===== src/rtl/core/assert_macros.svh =====
// Assertion helpers shared by the core RTL.
`ifndef ASSERT_MACROS_SVH
`define ASSERT_MACROS_SVH

`ifndef SYNTHESIS

// prop must hold at every clock edge outside reset
`define ASSERT_PROP(lbl, clk, rst_n, prop, msg) \
    lbl: assert property (@(posedge clk) disable iff (!(rst_n)) (prop)) else $error(msg);

// cond must never be seen outside reset
`define ASSERT_NEVER(lbl, clk, rst_n, cond, msg) \
    `ASSERT_PROP(lbl, clk, rst_n, !(cond), msg)

`else

`define ASSERT_PROP(lbl, clk, rst_n, prop, msg)
`define ASSERT_NEVER(lbl, clk, rst_n, cond, msg)

`endif

`endif


===== src/rtl/core/bra_pkg.sv =====
package bra_pkg;

    localparam int MAX_SENSORS      = 8;
    localparam int SENSOR_COUNT_DEF = 8;
    localparam int PAIR_MAX         = 4;
    localparam int DIST_W           = 16;
    localparam int WEIGHT_W         = 15;
    localparam int DSUM_W           = DIST_W + 3;
    localparam int ACC_W            = 34;
    localparam int MAG_W            = ACC_W - 1;
    localparam int QUO_W            = 16;
    localparam int ANGLE_W          = 16;
    localparam int CFG_IDX_W        = 3;
    localparam int CFG_DATA_W       = 16;
    localparam int QUEUE_DEPTH      = 4;

    localparam logic [ANGLE_W-1:0] ANGLE_MAX = 16'h7FFF;
    localparam logic [ANGLE_W-1:0] ANGLE_MIN = 16'h8000;

    localparam logic [DIST_W-1:0]   BOUNDARY_RST     = 16'd2458;
    localparam logic [WEIGHT_W-1:0] WEIGHT_OUTER_RST  = 15'd25736;
    localparam logic [WEIGHT_W-1:0] WEIGHT_SECOND_RST = 15'd14298;
    localparam logic [WEIGHT_W-1:0] WEIGHT_THIRD_RST  = 15'd8579;
    localparam logic [WEIGHT_W-1:0] WEIGHT_INNER_RST  = 15'd2860;

    typedef enum logic [CFG_IDX_W-1:0] {
        REG_BOUNDARY  = 3'd0,
        REG_W_OUTER   = 3'd1,
        REG_W_SECOND  = 3'd2,
        REG_W_THIRD   = 3'd3,
        REG_W_INNER   = 3'd4
    } t_reg_idx;

    typedef logic [MAX_SENSORS-1:0][DIST_W-1:0] t_dist_vec;

    typedef struct packed {
        logic [DIST_W-1:0]                 boundary;
        logic [PAIR_MAX-1:0][WEIGHT_W-1:0] weight;
    } t_cfg;

    // one classified frame, ready for the divide
    typedef struct packed {
        logic              seen;
        logic              zero;
        logic              neg;
        logic [MAG_W-1:0]  mag;
        logic [DSUM_W-1:0] dsum;
    } t_job;

    typedef struct packed {
        logic full;
        logic nonempty;
    } t_q_stat;

endpackage


===== src/rtl/core/bra_queue.sv =====
`include "assert_macros.svh"

module bra_queue (
    input  logic             i_clk,
    input  logic             i_rst_n,
    input  logic             i_push,
    input  bra_pkg::t_job    i_job,
    input  logic             i_pop,
    output bra_pkg::t_job    o_job,
    output bra_pkg::t_q_stat o_stat
);
    import bra_pkg::*;

    localparam int PTR_W = $clog2(QUEUE_DEPTH);
    localparam int CNT_W = $clog2(QUEUE_DEPTH + 1);
    localparam logic [CNT_W-1:0] CNT_FULL = CNT_W'(QUEUE_DEPTH);

    t_job             r_mem [QUEUE_DEPTH];
    logic [PTR_W-1:0] r_wr;
    logic [PTR_W-1:0] r_rd;
    logic [CNT_W-1:0] r_count;
    logic             do_push;
    logic             do_pop;

    assign do_push         = i_push && (r_count != CNT_FULL);
    assign do_pop          = i_pop && (r_count != '0);
    assign o_stat.full     = (r_count == CNT_FULL);
    assign o_stat.nonempty = (r_count != '0);
    assign o_job           = r_mem[r_rd];

    always_ff @(posedge i_clk) begin
        if (!i_rst_n) begin
            r_wr    <= '0;
            r_rd    <= '0;
            r_count <= '0;
        end else begin
            if (do_push) begin
                r_wr <= r_wr + PTR_W'(1);
            end
            if (do_pop) begin
                r_rd <= r_rd + PTR_W'(1);
            end
            case ({do_push, do_pop})
                2'b10:   r_count <= r_count + CNT_W'(1);
                2'b01:   r_count <= r_count - CNT_W'(1);
                default: r_count <= r_count;
            endcase
        end
    end

    always_ff @(posedge i_clk) begin
        if (do_push) begin
            r_mem[r_wr] <= i_job;
        end
    end

    `ASSERT_NEVER(a_no_overflow, i_clk, i_rst_n, i_push && o_stat.full, "push into full queue")
    `ASSERT_NEVER(a_no_underflow, i_clk, i_rst_n, i_pop && !o_stat.nonempty, "pop from empty queue")
    `ASSERT_PROP(a_count_up, i_clk, i_rst_n, (do_push && !do_pop) |=> (r_count == $past(r_count) + CNT_W'(1)), "count missed a push")
    `ASSERT_PROP(a_ptr_gap, i_clk, i_rst_n, (r_count == '0) || (r_count == CNT_FULL) || (r_wr != r_rd), "pointers disagree with count")

endmodule


===== config.mk =====
export PLATFORM = sky130hd
export DESIGN_NAME = bra_queue
export DESIGN_NICKNAME = d
export VERILOG_FILES = /design/src/rtl/core/bra_pkg.sv /design/src/rtl/core/bra_queue.sv
export VERILOG_INCLUDE_DIRS = /design/src /design/src/rtl/core
export SDC_FILE = /design/constraint.sdc
export NUM_CORES = 1
export LEC_CHECK = 0
export BUFFER_PORTS_ARGS = -buffer_cell sky130_fd_sc_hd__buf_2
export CAP_MARGIN = 40
export CORE_UTILIZATION = 35
export DETAILED_ROUTE_END_ITERATION = 7
export GPL_TIMING_DRIVEN = 0
export SKIP_LAST_GASP = 1
export SLEW_MARGIN = 40
export SYNTH_ARGS = -nofsm -noshare
export SYNTH_HDL_FRONTEND = slang
export SYNTH_SLANG_ARGS = --single-unit
export TNS_END_PERCENT = 1

===== constraint.sdc =====
create_clock -name i_clk -period 8.2 [get_ports i_clk]
set_clock_uncertainty 0.1 [all_clocks]
set_input_delay 1.64 -clock i_clk [delete_from_list [all_inputs] [get_ports i_clk]]
set_output_delay 1.64 -clock i_clk [all_outputs]
set_load 0.01 [all_outputs]

---- After elaboration in Yosys (flattened, before gate mapping) ----
Memory sizes are Yosys's and may differ from the RTL's. A register that Yosys moved wholly into a read port is not among the register bits.
Index checks and enable logic that the tools add are counted.
storage, ports and cells
  register bits ........................... 7
  memories kept ........................... 1
  output and inout bits ................... 57
  input bits .............................. 59
  bits in writable memories ............... 220
cells by class
  reduce and logical (&&, ||, !) cells .... 4
  equality and inequality tests ........... 4
  add/subtract/negate cells ............... 4
  multiplexer cells ....................... 5
memories
  memory  depth  bits a word  rd ports  clocked after memory_dff  write ports  line             text
  r_mem   4      55           1         1                         1            bra_queue.sv:18  t_job r_mem [QUEUE_DEPTH];
operators by type and width
  kind                                                  count
  case mux 3 bit (2 select lines)                       1
  adder 2 x 1 -> 2 bit (second input constant)          2
  two-way mux 2 bit                                     2
  adder 3 x 1 -> 3 bit (second input constant)          1
  equality test 3 bit (second input constant)           1
  inequality test 3 bit (second input constant)         1
  nonzero test 3 bit                                    1
  subtractor 3 x 1 -> 3 bit (second input constant)     1
  equality test 2 x 1 -> 1 bit (second input constant)  1
  equality test 2 bit (second input constant)           1
  logical AND 1 bit                                     2
  two-way mux 1 bit                                     2
  nonzero test 2 bit                                    1

---- Longest topological paths before layout ----
  word-level depth ........................ 4
  mapped depth ............................ 10

---- Worst setup path after synthesis ----
Ideal clock, no wire load.
  path type ............................... input-to-reg
  start point ............................. input port i_push
  end point ............................... memory r_mem[0][0] in the netlist's numbering, enable pin
  setup slack ............................. 4.452 ns
  buffers on the path ..................... 1
  arrival time ............................ 3.229 ns
  library setup time ...................... 0.418 ns
  cell stages on the path ................. 3
  path through ............................ nor2b_1 -> buf_2 -> and2_1
between the ends
  longest elaborated chain between the ends .. 3
RTL lines
  element                                  line             text
  from (decl)                              bra_queue.sv:6   input logic i_push,
  logical AND 1 bit                        bra_queue.sv:25  assign do_push = i_push && (r_count != CNT_FULL);
  two-way mux 1 bit                        bra_queue.sv:52  if (do_push) begin
  two-way mux 1 bit (implied by the code)  bra_queue.sv:53  r_mem[r_wr] <= i_job;
  to (decl)                                bra_queue.sv:18
No other way between the ends.

==> results.cfg <==
[critical_path]
start_kind = flip-flop
cp.required_ps = 6460
cp_data_arrival_time_ps = 2020
cp_max_fo = 10
rr_endpoint = r_count[2]$_SDFFE_PN0P_
cp_num_cells = 4
end_kind = primary output
cpMostUsedCell = buf_2
regToRegSetupSlack_ps = 5820
cp-endpoint = o_job[47]
rr_worst_depth = 10
crit_chain = clkbuf_2 > buf_2 > mux4_2 > buf_2
timing.rr.start = r_count[2]$_SDFFE_PN0P_
cpMaxStageDelayCell = buf_2
crit_family = buffers and inverters
path_class = reg -> out
slowest_delay_ps = 380
crit_buf_inv = 3

[floorplanning]
io_pins = 116
die_y_um = 157.8
coreArea_mm2 = 0.02361
num_rows = 56
dieArea_mm2 = 0.02490
die_w_um = 157.8
start_util = 0.3598

[synthesis]
ys_ff_latch = 229
syn_nets = 404
ys_top_cells_by_area = edfxtp_1 78%, mux4_2 13%, dfxtp_1 2.1%, mux4_1 1.5%, buf_12 1.2%
synthCells = 339
yosysTopAreaCell = edfxtp_1
ys_warn_count = 0
syn_area_mm2 = 0.008496
yosys.area.top_type_share = 0.7776
ys_seq_area_frac = 0.7988
yosys.cell_types.count = 24
syn_avg_cell_area_um2 = 25.06

[timing]
setup_violations = 0
report.final.slew_viol_count = 0
hold_viol_final = 0
worst_slew_pin_slew_ps = 454.5
layout_worst_path_cycle_share = 0.4587
fmax_mhz = 265.9
relSlewSlack = 0.6970
fin_setup_tns_ps = 0
rsz0062_at_grt = no
period_minus_slack_ps = 3761

[cts]
post_cts_resized = 0
postCtsHoldBufs = 0
htree_levels = 1
cts_setup_buffers = 0
clkSinkCount = 229
clk_pin_slew_ps = 50
clockBufferDepth = 3
cts_tree = yes
cts_buffers = 25
clockRootBuffer = clkbuf_16
clk-insertion-delay-late_ps = 510

[power]
p_leak_nw = 3.456
max-vdd-ir-drop_v = 0.0001760
cellPowerDensity_mw_per_mm2 = 312.6

[placed_design]
place_area_mm2 = 0.009555
place_congestion = 0.7299
port-buffer-count = 114
hpwlAfterDp_um = 9425
dp.cells = 776

[route]
viasPerCell = 4.719
drtIter0Drc = 154
wirelength_um = 15460
drtPass1Iterations = 4
vias = 3860
wire_per_inst_um = 18.90
drcViolationCount = 0
antenna_left = 0

[finish]
layout-drive-gt1-share = 0.4409
areaGrowthSynthToFinish_pct = 21.10
nFillCells = 2071
multi_input_area_mm2 = 0.001546
final_nets = 549
seqCellArea_mm2 = 0.006787
antennaDiodeCount = 0
design_area_mm2 = 0.01029
final_cells = 818
fin_util = 0.4357

[global_route]
grt_usage = 0.1249
overflow = 0
grt_first_pass_wirelength_um = 23130
grt_max_degree = 32
antenna_found_initial = 0
grt_pass1_vias = 4126

[run]
maxCapViolations = 0

[min_path]
hold_path.class = reg -> reg

[run_status]
status = completed
worst min-delay path, cell delays in order (launching register included):
cell	delay, ps
dfxtp_1	330
nand2_1	70
mux2i_1	60
state kept, by name (all words and copies together) (netlist names), named ones only:
| signal | cells |
|---|---|
| r_wr | 2 |
| r_mem | 220 |
| r_rd | 2 |
| r_count | 3 |
worst min path at each step:
stage                               from                    to  slack, ps  depth (start not counted)
finish              r_wr[0]$_SDFFE_PN0P_  r_wr[0]$_SDFFE_PN0P_        420                          2
global route        r_wr[1]$_SDFFE_PN0P_  r_wr[1]$_SDFFE_PN0P_        470                          2
CTS                 r_wr[0]$_SDFFE_PN0P_  r_wr[0]$_SDFFE_PN0P_        410                          2
detailed placement  r_wr[0]$_SDFFE_PN0P_  r_wr[0]$_SDFFE_PN0P_        410                          2
global placement    r_wr[1]$_SDFFE_PN0P_  r_wr[1]$_SDFFE_PN0P_        370                          2
floorplan           r_wr[1]$_SDFFE_PN0P_  r_wr[1]$_SDFFE_PN0P_        370                          2
power by group:
| part | total (mW) | internal (mW) | switching [mW] |
|---|---|---|---|
| Clock | 1.01 | 0.585 | 0.428 |
| Sequential | 1.44 | 1.41 | 0.0302 |
| Combinational | 0.762 | 0.386 | 0.376 |
| Total | 3.22 | 2.38 | 0.835 |
placed cells by master, fill, tap and decap left out, types with 3 or more instances in the layout:
cell	instances
edfxtp_1	220
ha_1	5
nand2_1	5
clkbuf_1	5
clkinv_2	5
and2_1	3
buf_12	9
inv_1	6
and2_4	4
dfxtp_1	9
clkbuf_16	25
clkinvlp_4	3
nor2b_1	3
mux4_1	5
mux4_2	50
clkinv_1	4
xnor2_1	3
buf_2	120
metrics by stage:
step / hold slack [ps] / total power, mW / setup slack [ps]
2_1_floorplan: 367.7 / 1.977 / 4452
3_3_place_gp: 374.9 / 2.230 / 3210
3_5_place_dp: 405.2 / 2.250 / 4654
4_1_cts: 413.2 / 3.269 / 4429
5_1_grt: 469.1 / 3.365 / 4384
6_report: 417.3 / 3.216 / 4439
per-layer routing:
| metal | GRT usage | wire length (um) | vias up |
|---|---|---|---|
| met2 | 0.2087 | 7679 | 94 |
| met3 | 0.03121 | 933 | 30 |
| li1 | - | - | 1722 |
| met5 | 0 | 0 | - |
| met4 | 0.04068 | 318 | 0 |
| met1 | 0.1592 | 6525 | 2014 |
synth_stat cells:
| cell type | instances |
|---|---|
| clkbuf_2 | 1 |
| clkbuf_1 | 1 |
| mux2i_1 | 2 |
| buf_2 | 6 |
| xnor2_1 | 3 |
| and2_1 | 7 |
| mux4_2 | 50 |
| dfxtp_1 | 9 |
| a21boi_0 | 1 |
| buf_12 | 5 |
| nor2b_1 | 3 |
| buf_6 | 1 |
| nor3b_2 | 1 |
| edfxtp_1 | 220 |
| o31a_1 | 1 |
| nand2_1 | 5 |
| inv_1 | 6 |
| or3_1 | 2 |
| ha_1 | 5 |
| o21ai_0 | 2 |
| mux4_1 | 5 |
| xor2_1 | 1 |
| o311ai_1 | 1 |
| fa_1 | 1 |
kinds of logic after synthesis:
logic type / Yosys count / share of synthesized area
AND/OR/NAND/NOR: 18 / 0.01252
flip-flops: 229 / 0.7988
AO/OA/AOI/OAI: 5 / 0.004124
buffers and inverters: 20 / 0.02032
adder cells (fa/ha/maj): 6 / 0.009720
XOR/XNOR: 4 / 0.004124
multiplexers: 57 / 0.1504
area by class of cell:
class                   instances  share of cell area
plain buffers                  14             0.01459
clock buffers                  29             0.06226
clock inverters                13            0.008999
inverters                       6            0.002189
multi-input cells              90              0.1503
flip-flops and latches        229              0.6596
well taps                     319             0.03879
repair buffers                118             0.06324
Note: power is estimated with default switching activity, not from simulation.
