File: src/rtl/core/assert_macros.svh
// Assertion helpers shared by the core RTL.
`ifndef ASSERT_MACROS_SVH
`define ASSERT_MACROS_SVH

`ifndef SYNTHESIS

// prop must hold at every clock edge outside reset
`define ASSERT_PROP(lbl, clk, rst_n, prop, msg) \
    lbl: assert property (@(posedge clk) disable iff (!(rst_n)) (prop)) else $error(msg);

// cond must never be seen outside reset
`define ASSERT_NEVER(lbl, clk, rst_n, cond, msg) \
    `ASSERT_PROP(lbl, clk, rst_n, !(cond), msg)

`else

`define ASSERT_PROP(lbl, clk, rst_n, prop, msg)
`define ASSERT_NEVER(lbl, clk, rst_n, cond, msg)

`endif

`endif

File: src/rtl/core/bra_pkg.sv
package bra_pkg;

    localparam int MAX_SENSORS      = 8;
    localparam int SENSOR_COUNT_DEF = 8;
    localparam int PAIR_MAX         = 4;
    localparam int DIST_W           = 16;
    localparam int WEIGHT_W         = 15;
    localparam int DSUM_W           = DIST_W + 3;
    localparam int ACC_W            = 34;
    localparam int MAG_W            = ACC_W - 1;
    localparam int QUO_W            = 16;
    localparam int ANGLE_W          = 16;
    localparam int CFG_IDX_W        = 3;
    localparam int CFG_DATA_W       = 16;
    localparam int QUEUE_DEPTH      = 4;

    localparam logic [ANGLE_W-1:0] ANGLE_MAX = 16'h7FFF;
    localparam logic [ANGLE_W-1:0] ANGLE_MIN = 16'h8000;

    localparam logic [DIST_W-1:0]   BOUNDARY_RST     = 16'd2458;
    localparam logic [WEIGHT_W-1:0] WEIGHT_OUTER_RST  = 15'd25736;
    localparam logic [WEIGHT_W-1:0] WEIGHT_SECOND_RST = 15'd14298;
    localparam logic [WEIGHT_W-1:0] WEIGHT_THIRD_RST  = 15'd8579;
    localparam logic [WEIGHT_W-1:0] WEIGHT_INNER_RST  = 15'd2860;

    typedef enum logic [CFG_IDX_W-1:0] {
        REG_BOUNDARY  = 3'd0,
        REG_W_OUTER   = 3'd1,
        REG_W_SECOND  = 3'd2,
        REG_W_THIRD   = 3'd3,
        REG_W_INNER   = 3'd4
    } t_reg_idx;

    typedef logic [MAX_SENSORS-1:0][DIST_W-1:0] t_dist_vec;

    typedef struct packed {
        logic [DIST_W-1:0]                 boundary;
        logic [PAIR_MAX-1:0][WEIGHT_W-1:0] weight;
    } t_cfg;

    // one classified frame, ready for the divide
    typedef struct packed {
        logic              seen;
        logic              zero;
        logic              neg;
        logic [MAG_W-1:0]  mag;
        logic [DSUM_W-1:0] dsum;
    } t_job;

    typedef struct packed {
        logic full;
        logic nonempty;
    } t_q_stat;

endpackage

File: src/rtl/core/bra_front.sv
module bra_front #(
    parameter int SENSOR_COUNT = bra_pkg::SENSOR_COUNT_DEF
) (
    input  logic               i_clk,
    input  logic               i_rst_n,
    input  bra_pkg::t_cfg      i_cfg,
    input  logic               i_valid,
    output logic               o_ready,
    input  bra_pkg::t_dist_vec i_dist,
    output logic               o_push,
    output bra_pkg::t_job      o_job,
    input  bra_pkg::t_q_stat   i_stat
);
    import bra_pkg::*;

    localparam int PAIRS = SENSOR_COUNT / 2;

    logic                    en;
    logic                    n_seen;
    logic [DSUM_W-1:0]       n_dsum;
    logic signed [ACC_W-1:0] n_prod [PAIR_MAX];

    logic                    r_a_valid;
    logic                    r_a_seen;
    logic [DSUM_W-1:0]       r_a_dsum;
    logic signed [ACC_W-1:0] r_a_prod [PAIR_MAX];

    logic signed [ACC_W-1:0] acc;
    t_job                    n_job;
    logic                    r_b_valid;
    t_job                    r_b_job;

    // whole front moves together; holds only when its last stage cannot drain
    assign en      = !r_b_valid || !i_stat.full;
    assign o_ready = en;
    assign o_push  = r_b_valid && !i_stat.full;
    assign o_job   = r_b_job;

    always_comb begin
        n_seen = 1'b0;
        n_dsum = '0;
        for (int i = 0; i < MAX_SENSORS; i++) begin
            if (i < SENSOR_COUNT) begin
                if (i_dist[i] <= i_cfg.boundary) begin
                    n_seen = 1'b1;
                end
                n_dsum = n_dsum + DSUM_W'(i_dist[i]);
            end
        end
    end

    for (genvar p = 0; p < PAIR_MAX; p++) begin : g_pair
        if (p < PAIRS) begin : g_used
            logic signed [DIST_W:0] diff;
            logic signed [DIST_W:0] wext;
            assign diff = $signed({1'b0, i_dist[p]})
                        - $signed({1'b0, i_dist[SENSOR_COUNT-1-p]});
            assign wext = $signed({{(DIST_W + 1 - WEIGHT_W){1'b0}}, i_cfg.weight[p]});
            assign n_prod[p] = ACC_W'(wext) * ACC_W'(diff);
        end else begin : g_unused
            assign n_prod[p] = '0;
        end
    end

    always_ff @(posedge i_clk) begin
        if (!i_rst_n) begin
            r_a_valid <= 1'b0;
        end else if (en) begin
            r_a_valid <= i_valid;
        end
    end

    always_ff @(posedge i_clk) begin
        if (en) begin
            r_a_seen <= n_seen;
            r_a_dsum <= n_dsum;
            for (int p = 0; p < PAIR_MAX; p++) begin
                r_a_prod[p] <= n_prod[p];
            end
        end
    end

    always_comb begin
        acc = r_a_prod[0] + r_a_prod[1] + r_a_prod[2] + r_a_prod[3];
        n_job.seen = r_a_seen;
        n_job.zero = r_a_seen && (r_a_dsum == '0);
        n_job.neg  = acc[ACC_W-1];
        n_job.mag  = acc[ACC_W-1] ? MAG_W'(-acc) : MAG_W'(acc);
        n_job.dsum = r_a_dsum;
    end

    always_ff @(posedge i_clk) begin
        if (!i_rst_n) begin
            r_b_valid <= 1'b0;
        end else if (en) begin
            r_b_valid <= r_a_valid;
        end
    end

    always_ff @(posedge i_clk) begin
        if (en) begin
            r_b_job <= n_job;
        end
    end

endmodule

File: config.mk
export PLATFORM = sky130hd
export DESIGN_NAME = bra_front
export DESIGN_NICKNAME = d
export VERILOG_FILES = /design/src/rtl/core/assert_macros.svh /design/src/rtl/core/bra_pkg.sv /design/src/rtl/core/bra_front.sv
export SDC_FILE = /design/constraint.sdc
export NUM_CORES = 2
export LEC_CHECK = 0
export BUFFER_PORTS_ARGS = -buffer_cell sky130_fd_sc_hd__buf_2
export CORE_ASPECT_RATIO = 0.7
export CORE_UTILIZATION = 70
export DETAILED_ROUTE_END_ITERATION = 12
export PLACE_DENSITY_LB_ADDON = 0.08
export SYNTH_ARGS = -nofsm -noshare
export SYNTH_HDL_FRONTEND = slang
export SYNTH_SLANG_ARGS = --single-unit
File: constraint.sdc
create_clock -name i_clk -period 16.3 [get_ports i_clk]
set_input_delay 3.26 -clock i_clk [delete_from_list [all_inputs] [get_ports i_clk]]
set_output_delay 3.26 -clock i_clk [all_outputs]
set_load 0.05 [all_outputs]
## Word level (Yosys, flattened, before mapping)

Memories as Yosys holds them, arrays and structs flattened.
Index checks and enable logic that the tools add are counted.

| word-level totals | value |
|---|---|
| register bits | 77 |
| RAM bits | 136 |
| input port bits | 209 |
| output and inout bits | 57 |
| logic and storage cells | 48 |
| memories | 1 |

Memories:

| name | depth | bits a word | rd ports | clocked after memory_dff | write ports | line | source |
|---|---|---|---|---|---|---|---|
| r_a_prod | 4 | 34 | 4 | 0 | 4 | bra_front.sv:26 | `logic signed [ACC_W-1:0] r_a_prod [PAIR_MAX];` |

| cells by class | value |
|---|---|
| $add $sub $neg | 15 |
| multiply operators | 4 |
| $lt $le $gt $ge | 8 |
| multiplexer cells | 4 |
| reduce and logical (&&, ||, !) cells | 7 |

Operators by type and width:

| operator | count |
|---|---|
| $mul 16x17->33 | 4 |
| $le 16x16->1 | 8 |
| $add 34x34->34 | 3 |
| $add 19x16->19 | 4 |
| $sub 16x16->17 | 4 |
| $mux 33 | 1 |
| $neg 33->33 | 1 |
| $add 18x16->19 | 1 |
| $logic_not 19->1 | 1 |
| $add 17x16->18 | 1 |
| $add 16x16->17 | 1 |
| $reduce_or 7->1 | 1 |
| $mux 1 | 3 |
| $logic_and 1x1->1 | 2 |
| $logic_not 1->1 | 2 |
| $logic_or 1x1->1 | 1 |

## Depth between registers and ports, before layout

| logic depth | value |
|---|---|
| depth after elaboration | 7 |
| mapped depth | 39 |
| gate-level depth less buffers | 38 |

## Least setup slack after synthesis

No wires, ideal clock.

| path | value |
|---|---|
| path type | input-to-reg |
| start point | in i_dist[16] (netlist bit) |
| end point | mem r_a_prod[1][31], data pin |
| arrival time | 11.286 ns |
| setup slack | 4.757 ns |
| cell stages on the path | 35 |
| cell sequence | inv_1 -> ha_1 -> fa_1 -> nor2b_1 -> o21ai_0 -> a21boi_0 -> o21ai_0 -> a21boi_0 -> o21a_1 -> nor2_1 -> a2bb2oi_1 -> nor2b_1 -> xnor2_1 -> clkbuf_1 -> nand2_1 -> fa_1 -> fa_1 -> inv_1 -> fa_1 -> inv_1 -> fa_1 -> inv_1 -> fa_1 -> fa_1 -> ha_1 -> a21o_1 -> a21oi_1 -> o21ai_0 -> a311oi_1 -> or3_1 -> a31oi_1 -> or4b_2 -> a31o_2 -> a21oi_1 -> xnor2_1 |

RTL lines:

| what | line | source |
|---|---|---|
| start, declared | bra_front.sv:9 | `input bra_pkg::t_dist_vec i_dist,` |
| end, declared | bra_front.sv:26 |  |

==> impl_metrics.tcl <==
set metrics [dict create \
    status "completed" \
    io_buffers 264 \
    synthArstFlopShare_pct 0 \
    report.final.slew_viol_count 0 \
    first_global_vias 45040 \
    hold_class "register to register" \
    synthCells 6102 \
    max_stage_delay_ns 0.75 \
    cp_max_fo 22 \
    synth_compound_area_share_pct 6.899 \
    die_w_um 346.6 \
    max-slew-margin-rel_pct 12.64 \
    cts_made_buffers 23 \
    setup_tns_ns 0 \
    cp.arrival_ns 13.12 \
    crit_required_ns 16.63 \
    path_delay_family "compound AO/OA/AOI/OAI gates" \
    holdBufCountCts 0 \
    dpl-instance-area_um2 60720 \
    synth.top_cell.area_share_pct 41.33 \
    grt_usage_pct 40.63 \
    viasPerCell 5.962 \
    setup-violations-final 0 \
    die_y_um 243.2 \
    synth_most_common_cell "inv_1" \
    netlist_area_um2 58180 \
    crit_buf_inv 5 \
    dp_hpwl_um 139400 \
    cts_resized 0 \
    crit_slowest_cell "a2111oi_0" \
    ys_seq_area_share_pct 10.75 \
    synth_fp_nets 8093 \
    avgSynthCellArea_um2 9.534 \
    ant_nets 0 \
    pin_count 266 \
    whs_ns 0.4177 \
    start_kind "input pin" \
    timing.final.crit_share_pct 78.43 \
    fin_skew_ns 0.03604 \
    tritoncts "yes" \
    synth-main-ff-cell "edfxtp_1" \
    drc_errors 0 \
    wl_per_cell_um 22.35 \
    rsz0062_at_grt "false" \
    synth_top_family_by_area "adder cells" \
    grt_pass1_wl_um 257900 \
    synthSimpleGateAreaFrac_pct 14.54 \
    crit_path_end_kind "register" \
    synth_cell_types 91 \
    hold_viol_final 0 \
    vias 44030 \
    die-area_um2 84290 \
    maxCapViolations 0 \
    drive_gt1_share_pct 6.680 \
    yosysWarnings 0 \
    dpl.cell_count 7325 \
    dr.pass1.iters 6 \
    synth_fa_ha_area_share_pct 53.82 \
    worst_pin_slew_ns 1.306 \
    drt-initial-drc-count 4499 \
    antenna_found_initial 20 \
    yosysTopAreaCell "fa_1" \
    design_area_um2 61520 \
    path_clk_slew_ns 0.07 \
    fmax_mhz 78.23 \
    synthMuxAreaShare_pct 0.05377 \
    start_util_pct 70.64 \
    synth_common_cells "1,410 x inv_1, 1,201 x fa_1, 604 x nand2_1, 581 x ha_1, 386 x and2_1" \
    final.min_clock_period_ns 12.78 \
    ctsHtreeMaxLevel 1 \
    worst_path_most_repeated_cell "fa_1" \
    worst-setup-path-type "input pin to register" \
    grt_start_max_net_pins 79 \
    nNetsFinal 8261 \
    overflow 0 \
    clock_latency_ns 0.58 \
    cts_setup_buffers 0 \
    cts_root_buf "clkbuf_16" \
    fillCellCount 6094 \
    area_delta_synth_final_pct 5.738 \
    wl_um 165000 \
    gp_congestion 1.043 \
    std_cell_rows 88 \
    cts_max_path_buffers 3 \
    clock_sinks 209 \
    core_um2 82360 \
    synth_xor_area_share_pct 3.626 \
    multi_input_area_um2 46110 \
    ys_ff_latch 209 \
    synth.area.top_cells "fa_1 41%, ha_1 12%, edfxtp_1 11%, inv_1 9.1%, and2_1 4.2%" \
    synth_edf_count 207 \
    stdcell_count 7384 \
    regArea_um2 6256 \
]
==> layout by cell type (no fill, tap or decap), types with 18 or more instances in the layout <==
| master | n |
|---|---|
| a211oi_1 | 24 |
| a21boi_0 | 24 |
| a21o_1 | 62 |
| a21oi_1 | 170 |
| a31oi_1 | 25 |
| and2_1 | 386 |
| and3_1 | 46 |
| buf_2 | 264 |
| buf_4 | 51 |
| clkbuf_16 | 23 |
| edfxtp_1 | 207 |
| fa_1 | 1201 |
| ha_1 | 581 |
| inv_1 | 1410 |
| nand2_1 | 603 |
| nand2b_1 | 65 |
| nand3_1 | 69 |
| nand4_1 | 39 |
| nor2_1 | 162 |
| nor2b_1 | 152 |
| nor3_1 | 48 |
| nor4_1 | 18 |
| o21a_1 | 48 |
| o21ai_0 | 127 |
| o21bai_1 | 19 |
| or3_1 | 29 |
| xnor2_1 | 162 |
| xor2_1 | 59 |
==> flip-flops by register name, summed over array words and instances (netlist names) <==
register,flops
r_a_dsum,19
r_b_valid,1
o_job,55
r_a_prod,132
r_a_seen,1
r_a_valid,1
==> layer usage <==
metal,track usage [%],part of all wire [%],vias up
li1,-,-,19170
met1,59.28,40,21930
met2,58.28,41,2564
met3,12.66,15,359
met4,12.56,3.7,12
met5,0,0.056,-
==> kinds of logic after synthesis <==
kind of cell               Yosys count
AOI/OAI and AO/OA                  613
DFF                                209
xor gates and xnor gates           240
buffers and inverters             1583
and+or+nand+nor                   1672
muxes                                3
adders and majority gates         1782
==> area by class of cell <==
type	count	area share [%]
repair buffers	315	2.770
multi-input cells	4310	74.95
diodes	17	0.06915
well taps	1080	2.197
inverters	1411	8.610
flip-flops and latches	209	10.17
clock buffers	26	0.9539
clock inverters	16	0.2766
==> final timing paths <==
| kind | from | to | slack, ns | depth (start not counted) |
|---|---|---|---|---|
| setup / recovery | i_dist[32] | r_a_prod[2][31] | 3.52 | 35 |
| hold / removal | r_a_dsum[12] | o_job[12] | 0.42 | 0 |
| setup reg to reg | r_a_prod[3][1] | o_job[27] | 10.58 | 17 |
| hold reg to reg | r_a_dsum[12] | o_job[12] | 0.42 | 0 |
==> per-stage QoR <==
step	utilization (%)	setup slack, ns
final	74.69	3.516
after global routing	74.67	2.982
after CTS	74.64	3.825
after detailed placement	73.72	3.284
after global placement	73.72	3.516
after floorplan	-	4.757
Power is not shown: default switching activity piles up to over one toggle a cycle in this logic, so the estimate is an artifact.
