--- src/rtl/core/assert_macros.svh ---
// Assertion helpers shared by the core RTL.
`ifndef ASSERT_MACROS_SVH
`define ASSERT_MACROS_SVH

`ifndef SYNTHESIS

// prop must hold at every clock edge outside reset
`define ASSERT_PROP(lbl, clk, rst_n, prop, msg) \
    lbl: assert property (@(posedge clk) disable iff (!(rst_n)) (prop)) else $error(msg);

// cond must never be seen outside reset
`define ASSERT_NEVER(lbl, clk, rst_n, cond, msg) \
    `ASSERT_PROP(lbl, clk, rst_n, !(cond), msg)

`else

`define ASSERT_PROP(lbl, clk, rst_n, prop, msg)
`define ASSERT_NEVER(lbl, clk, rst_n, cond, msg)

`endif

`endif

--- src/rtl/core/bra_pkg.sv ---
package bra_pkg;

    localparam int MAX_SENSORS      = 8;
    localparam int SENSOR_COUNT_DEF = 8;
    localparam int PAIR_MAX         = 4;
    localparam int DIST_W           = 16;
    localparam int WEIGHT_W         = 15;
    localparam int DSUM_W           = DIST_W + 3;
    localparam int ACC_W            = 34;
    localparam int MAG_W            = ACC_W - 1;
    localparam int QUO_W            = 16;
    localparam int ANGLE_W          = 16;
    localparam int CFG_IDX_W        = 3;
    localparam int CFG_DATA_W       = 16;
    localparam int QUEUE_DEPTH      = 4;

    localparam logic [ANGLE_W-1:0] ANGLE_MAX = 16'h7FFF;
    localparam logic [ANGLE_W-1:0] ANGLE_MIN = 16'h8000;

    localparam logic [DIST_W-1:0]   BOUNDARY_RST     = 16'd2458;
    localparam logic [WEIGHT_W-1:0] WEIGHT_OUTER_RST  = 15'd25736;
    localparam logic [WEIGHT_W-1:0] WEIGHT_SECOND_RST = 15'd14298;
    localparam logic [WEIGHT_W-1:0] WEIGHT_THIRD_RST  = 15'd8579;
    localparam logic [WEIGHT_W-1:0] WEIGHT_INNER_RST  = 15'd2860;

    typedef enum logic [CFG_IDX_W-1:0] {
        REG_BOUNDARY  = 3'd0,
        REG_W_OUTER   = 3'd1,
        REG_W_SECOND  = 3'd2,
        REG_W_THIRD   = 3'd3,
        REG_W_INNER   = 3'd4
    } t_reg_idx;

    typedef logic [MAX_SENSORS-1:0][DIST_W-1:0] t_dist_vec;

    typedef struct packed {
        logic [DIST_W-1:0]                 boundary;
        logic [PAIR_MAX-1:0][WEIGHT_W-1:0] weight;
    } t_cfg;

    // one classified frame, ready for the divide
    typedef struct packed {
        logic              seen;
        logic              zero;
        logic              neg;
        logic [MAG_W-1:0]  mag;
        logic [DSUM_W-1:0] dsum;
    } t_job;

    typedef struct packed {
        logic full;
        logic nonempty;
    } t_q_stat;

endpackage

--- src/rtl/core/bra_back.sv ---
module bra_back (
    input  logic                          i_clk,
    input  logic                          i_rst_n,
    input  bra_pkg::t_q_stat              i_stat,
    input  bra_pkg::t_job                 i_job,
    output logic                          o_pop,
    output logic                          o_valid,
    input  logic                          i_ready,
    output logic signed [bra_pkg::ANGLE_W-1:0] o_angle,
    output logic                          o_seen,
    output logic                          o_zero
);
    import bra_pkg::*;

    localparam int REM_W = MAG_W + 1;

    logic             en;
    logic             r_v   [QUO_W+1];
    t_job             r_job [QUO_W+1];
    logic [MAG_W-1:0] r_rem [QUO_W+1];
    logic [QUO_W-1:0] r_q   [QUO_W+1];

    logic [ANGLE_W-1:0] n_angle;
    logic               r_o_valid;
    logic [ANGLE_W-1:0] r_o_angle;
    logic               r_o_seen;
    logic               r_o_zero;

    assign en      = !r_o_valid || i_ready;
    assign o_pop   = en && i_stat.nonempty;
    assign o_valid = r_o_valid;
    assign o_angle = $signed(r_o_angle);
    assign o_seen  = r_o_seen;
    assign o_zero  = r_o_zero;

    always_ff @(posedge i_clk) begin
        if (!i_rst_n) begin
            r_v[0] <= 1'b0;
        end else if (en) begin
            r_v[0] <= i_stat.nonempty;
        end
    end

    always_ff @(posedge i_clk) begin
        if (en) begin
            r_job[0] <= i_job;
            r_rem[0] <= i_job.mag;
            r_q[0]   <= '0;
        end
    end

    // restoring divide, one quotient bit per stage, msb first
    for (genvar s = 1; s <= QUO_W; s++) begin : g_div
        localparam int K = QUO_W - s;
        logic [REM_W-1:0] trial;
        logic             ge;
        logic [REM_W-1:0] diff;

        assign trial = REM_W'(r_job[s-1].dsum) << K;
        assign ge    = {1'b0, r_rem[s-1]} >= trial;
        assign diff  = {1'b0, r_rem[s-1]} - trial;

        always_ff @(posedge i_clk) begin
            if (!i_rst_n) begin
                r_v[s] <= 1'b0;
            end else if (en) begin
                r_v[s] <= r_v[s-1];
            end
        end

        always_ff @(posedge i_clk) begin
            if (en) begin
                r_job[s] <= r_job[s-1];
                r_rem[s] <= ge ? diff[MAG_W-1:0] : r_rem[s-1];
                r_q[s]   <= r_q[s-1] | (ge ? (QUO_W'(1) << K) : '0);
            end
        end
    end

    always_comb begin
        if (!r_job[QUO_W].seen || r_job[QUO_W].zero) begin
            n_angle = '0;
        end else if (!r_job[QUO_W].neg) begin
            n_angle = (r_q[QUO_W] > ANGLE_MAX) ? ANGLE_MAX : r_q[QUO_W];
        end else begin
            n_angle = (r_q[QUO_W] > ANGLE_MIN) ? ANGLE_MIN : (~r_q[QUO_W] + QUO_W'(1));
        end
    end

    always_ff @(posedge i_clk) begin
        if (!i_rst_n) begin
            r_o_valid <= 1'b0;
        end else if (en) begin
            r_o_valid <= r_v[QUO_W];
        end
    end

    always_ff @(posedge i_clk) begin
        if (en) begin
            r_o_angle <= n_angle;
            r_o_seen  <= r_job[QUO_W].seen;
            r_o_zero  <= r_job[QUO_W].zero;
        end
    end

endmodule
--- config.mk ---
export PLATFORM = sky130hd
export DESIGN_NAME = bra_back
export DESIGN_NICKNAME = d
export VERILOG_FILES = /design/src/rtl/core/assert_macros.svh /design/src/rtl/core/bra_pkg.sv /design/src/rtl/core/bra_back.sv
export SDC_FILE = /design/constraint.sdc
export NUM_CORES = 2
export LEC_CHECK = 0
export BUFFER_PORTS_ARGS = -buffer_cell sky130_fd_sc_hd__clkbuf_2
export CAP_MARGIN = 40
export CORE_MARGIN = 1
export CORE_UTILIZATION = 40
export CTS_BUF_LIST = sky130_fd_sc_hd__clkbuf_8
export DETAILED_ROUTE_END_ITERATION = 8
export PLACE_DENSITY_LB_ADDON = 0.12
export SLEW_MARGIN = 20
export SYNTH_ARGS = -nofsm -noshare
export SYNTH_HDL_FRONTEND = slang
export SYNTH_SLANG_ARGS = --single-unit
--- constraint.sdc ---
create_clock -name i_clk -period 47.3 [get_ports i_clk]
set_input_delay 7.095 -clock i_clk [delete_from_list [all_inputs] [get_ports i_clk]]
set_output_delay 7.095 -clock i_clk [all_outputs]
set_load 0.05 [all_outputs]
# After elaboration in Yosys (flattened, before gate mapping)
# Memory sizes are Yosys's and may differ from the RTL's. A register that Yosys moved wholly into a read port is not among the register bits.
# Cells that the tools add are included.
dict set report classes {
  eq_ne 0
  shift 0
  div_mod_pow 0
  bitwise 34
  n_reduce_logical 6
  n_mux 57
  magnitude_cmp 18
  mul 0
  add_sub_neg 17
}
# operator count
set op_table {}
lappend op_table {{33-bit 2-to-1 mux} 16}
lappend op_table {{33-bit subtractor} 2}
lappend op_table {{16-bit 2-to-1 mux} 4}
lappend op_table {{33-bit by 34-bit greater-or-equal comparator with 1-bit output} 1}
lappend op_table {{33-bit by 19-bit greater-or-equal comparator with 1-bit output} 1}
lappend op_table {{33-bit by 20-bit greater-or-equal comparator with 1-bit output} 1}
lappend op_table {{33-bit by 21-bit greater-or-equal comparator with 1-bit output} 1}
lappend op_table {{33-bit by 22-bit greater-or-equal comparator with 1-bit output} 1}
lappend op_table {{33-bit by 23-bit greater-or-equal comparator with 1-bit output} 1}
lappend op_table {{33-bit by 24-bit greater-or-equal comparator with 1-bit output} 1}
lappend op_table {{33-bit by 25-bit greater-or-equal comparator with 1-bit output} 1}
lappend op_table {{33-bit by 26-bit greater-or-equal comparator with 1-bit output} 1}
lappend op_table {{33-bit by 27-bit greater-or-equal comparator with 1-bit output} 1}
lappend op_table {{33-bit by 28-bit greater-or-equal comparator with 1-bit output} 1}
lappend op_table {{33-bit by 29-bit greater-or-equal comparator with 1-bit output} 1}
lappend op_table {{33-bit by 30-bit greater-or-equal comparator with 1-bit output} 1}
lappend op_table {{33-bit by 31-bit greater-or-equal comparator with 1-bit output} 1}
lappend op_table {{33-bit by 32-bit greater-or-equal comparator with 1-bit output} 1}
lappend op_table {{33-bit greater-or-equal comparator} 1}
lappend op_table {{33-bit by 19-bit subtractor with 33-bit output} 1}
lappend op_table {{33-bit by 20-bit subtractor with 33-bit output} 1}
lappend op_table {{33-bit by 21-bit subtractor with 33-bit output} 1}
lappend op_table {{33-bit by 22-bit subtractor with 33-bit output} 1}
lappend op_table {{33-bit by 23-bit subtractor with 33-bit output} 1}
lappend op_table {{other kinds (48)} 89}
dict set report word_totals {
  ramBits 1785
  latch_bits 0
  memories 4
  reg_bits 18
  mem_bits_ro 0
  elab_cells 139
}
# memory depth word_bits read_ports rd_ports_with_merged_regs wr line_no
set mem_list {}
lappend mem_list {r_job 17 55 17 0 17 bra_back.sv:19} ;# t_job r_job [QUO_W+1];
lappend mem_list {r_rem 17 33 16 0 17 bra_back.sv:20} ;# logic [MAG_W-1:0] r_rem [QUO_W+1];
lappend mem_list {r_q 17 16 17 0 17 bra_back.sv:21} ;# logic [QUO_W-1:0] r_q [QUO_W+1];
lappend mem_list {r_v 17 1 17 1 17 bra_back.sv:18} ;# logic r_v [QUO_W+1];

# Logic depth before layout (Yosys ltp)
dict set report logic_depth {
  word_depth 6
  depth_mapped 14
}

# Worst setup path after synthesis
# No wires, ideal clock.
dict set report synth_path {
  kind {input-to-output}
  startpoint {input i_ready}
  endpoint {output o_pop}
  cell_stages 4
  t_arrival_ns 37.855
  t_required_ns 40.205
  slack_ns 2.350
  n_path_buf 1
  path_cell_list {nor2b_1 -> inv_1 -> clkbuf_1 -> and2_1}
}
dict set report synth_via {
  elab_chain_len 2
}
# item line_no
set synth_rtl {}
lappend synth_rtl {{from (decl)} bra_back.sv:8} ;# input logic i_ready,
lappend synth_rtl {{1-bit logical OR} bra_back.sv:29} ;# assign en = !r_o_valid || i_ready;
lappend synth_rtl {{1-bit logical AND} bra_back.sv:30} ;# assign o_pop = en && i_stat.nonempty;
lappend synth_rtl {{to (decl)} bra_back.sv:6} ;# output logic o_pop,
# Every way passes these cells.

# Final worst setup path
# Same ends and word-level chain as after synthesis.

==> run metrics <==
Pint=0.00228 W; RSZ-0062 raised after global routing=false; Leakage Power=24.2 nW; Synth-to-Final Area Change=11.2%; dpl cells=6210; GR Overflow Total=0; CTS tree=yes; post-synth top area share=0.589; # DRC=0; number of synthesized flops with an enable pin=1053; initial antenna violation count=2; clock sink count=1055; clock share of power=0.215; Final ANT Viol Nets=0; fin nets=5012; required time of the critical path=40.20 ns; Synth Register Bits=1055; setup_tns=0 ns; final setup violation count=0; clock skew=0.0353 ns; post-synthesis cell area=53700 µm²; sequential fraction of design power=0.420; WL/cell=about 17 µm; Final Critical Period=approximately 16 ns; Std-Cell Rows=134; Post-synth top flop=edfxtp_1; most common cell in the netlist=edfxtp_1; FF-to-FF End=r_rem[0][256]; syn_nets=4797; Core Area=between 100000 and 150000 µm²; CP max FO=roughly 120; Die Height=368 µm; Final Wtd Congestion=0.889; # Post-CTS Setup Buffers=0; die area=136000 µm²; DP HPWL=~85 mm; switching fraction of total power=0.347; Clk Latency, worst-skew pair=~0.88 ns; Synth area leader=edfxtp_1; post-CTS sizing=0; Mapped Cells=between 4000 and 5000; WL final=between 100 and 150 mm; R2R depth=13; Logic pwr share=0.365; Initial Utilization=0.403; H-tree Lvls=4; Final period util=0.330; maximum operating frequency=between 60 and 70 MHz; endpoint class of the critical path=primary output; hold path cells=0; WHS=between 0.3 and 0.4 ns; Synth cell types=slightly above 80; Root Driver=clkbuf_8; Worst-path clk slew=0.06 ns; top cells by area, synth=edfxtp_1 59%, ha_1 7.1%, inv_1 2.8%, xnor2_1 2.8%, a21oi_1 2.5%; Port Buf Inserts=78; TritonRoute pass-1 iters=5; CTS Hold Bufs=0; Critical R2R Launch=r_rem[0][207]; Pwr Total=0.00350 W; Net Sw Power=~0.0012 W; layout cell share with drive strength beyond 1=0.0991; final hold violations=0; Non-Filler Instances=6546; largest net degree at the start of global routing=171; CTS buffer count=184; power density over the cells=58.6 nW/µm²; Tot GR Track Use=0.168; Hold Startpoint=r_q[9][10]; max-slew violation count=0; Hold WC Path Type=register to register; Post-synth top cells=1053 x edfxtp_1, 402 x inv_1, 304 x ha_1; Vias=approximately 34000; I/O pin cnt=80; Filler cells=between 10000 and 15000; 1st-iter DRT viols=between 1000 and 1500; worst reg2reg setup slack=43.24 ns; routed vias/inst=5.12; Clock Tree Buf Depth=3; status=finished, final reports clean; maximum vdd drop=32.1 µV; CP startpoint kind=primary input; Avg Inst Size Synth=12.1 µm²; Die Wd=368 µm; first-pass GRT wire length=180 mm; worst hold path endpoint=r_q[10][10]; Seq/Total Area, Yosys=0.590; max cap viols=0; CP arrival=8.52 ns; worst setup path class=primary input to primary output; Rel. slew slack=0.313; worst slew pin tran=1.03 ns; asr flop ratio synth=0; number of global-route vias before repair=35002; Ys Warns=0
-- metrics by stage --
stage           util  setup WS [ns]  instance area, µm²
2_1_floorplan      -           2.35               53700
6_report       0.448          31.69               59700
4_1_cts        0.447          31.65               59600
5_1_grt        0.448          31.53               59700
3_3_place_gp   0.422          31.66               56200
3_5_place_dp   0.422          31.65               56300
-- flip-flops by register name (all words and copies together) (netlist names) --
name / count
o_angle: 16
o_seen: 1
o_valid: 1
o_zero: 1
r_job: 355
r_q: 136
r_rem: 528
r_v: 17
-- worst max-delay path: stages --
cell      delay (ns)
clkbuf_2        0.08
nor2b_1         0.41
inv_8           0.14
buf_16          0.30
and2_1          0.25
clkbuf_2        0.23
-- layer usage --
metal,part of all wire,GRT usage
met1,0.34,0.146
met2,0.56,0.340
met3,0.030,0.0298
met4,0.064,0.109
met5,0,0
-- power groups by stage --
stage                     sequential (W)  combinational, W  clock [W]
after floorplan                  0.00143          0.000993          0
after global placement           0.00149           0.00126          0
after detailed placement         0.00149           0.00127          0
after CTS                        0.00147           0.00128   0.000788
after global routing             0.00149           0.00142   0.000825
final                            0.00147           0.00128   0.000752
-- logic make-up (layout without fill, tap and decap cells) --
| kind of cell | count (synthesis) | in the layout | share of synthesized area |
|---|---|---|---|
| AO/OA/AOI/OAI | 1023 | 1023 | 0.122 |
| multiplexers | 111 | 111 | 0.0229 |
| AND/OR/NAND/NOR | 1114 | 1114 | 0.105 |
| buffers and inverters | 497 | 852 | 0.0351 |
| other | 0 | 5 | 0 |
| XOR/XNOR | 299 | 299 | 0.0488 |
| flip-flops | 1055 | 1055 | 0.590 |
| adder cells (fa/ha/maj) | 319 | 319 | 0.0765 |
-- cells in the final DEF, fill, tap and decap left out, types with 17 or more instances in the layout --
master	n
o21bai_1	24
nor2b_1	56
o21ai_0	252
ha_1	304
or3_1	31
clkbuf_2	79
nor4_1	59
a21o_1	135
nand2_1	282
and3_1	53
clkinv_2	17
and2_1	27
nand4_1	48
nand2b_1	45
inv_1	469
o21a_1	65
nor2_1	259
or4_1	20
o211ai_1	28
xor2_1	129
clkinv_1	39
nor3_1	87
a211oi_1	32
o31ai_1	29
clkbuf_8	185
edfxtp_1	1053
xnor2_1	170
mux2i_1	18
mux2_2	91
buf_4	30
o31a_1	20
nand3_1	60
a31oi_1	34
a21oi_1	266
-- worst max-delay path by stage --
stage | to | startpoint | cells past startpoint
global route | o_pop | i_ready | 6
detailed placement | o_pop | i_ready | 5
finish | o_pop | i_ready | 6
floorplan | o_pop | i_ready | 4
CTS | o_pop | i_ready | 5
global placement | o_pop | i_ready | 5
-- final cells by class --
class	instances	area [µm²]	share of cell area
clock inverter	141	736	0.0123
inverter	404	1520	0.0255
timing repair buffer	122	823	0.0138
clock buffer	185	2550	0.0427
tap	1768	2210	0.0371
sequential	1055	31700	0.530
multi-input combinational	2866	20200	0.338
antenna	5	12.5	0.000210
No activity file was read; power rests on OpenSTA's default activity.
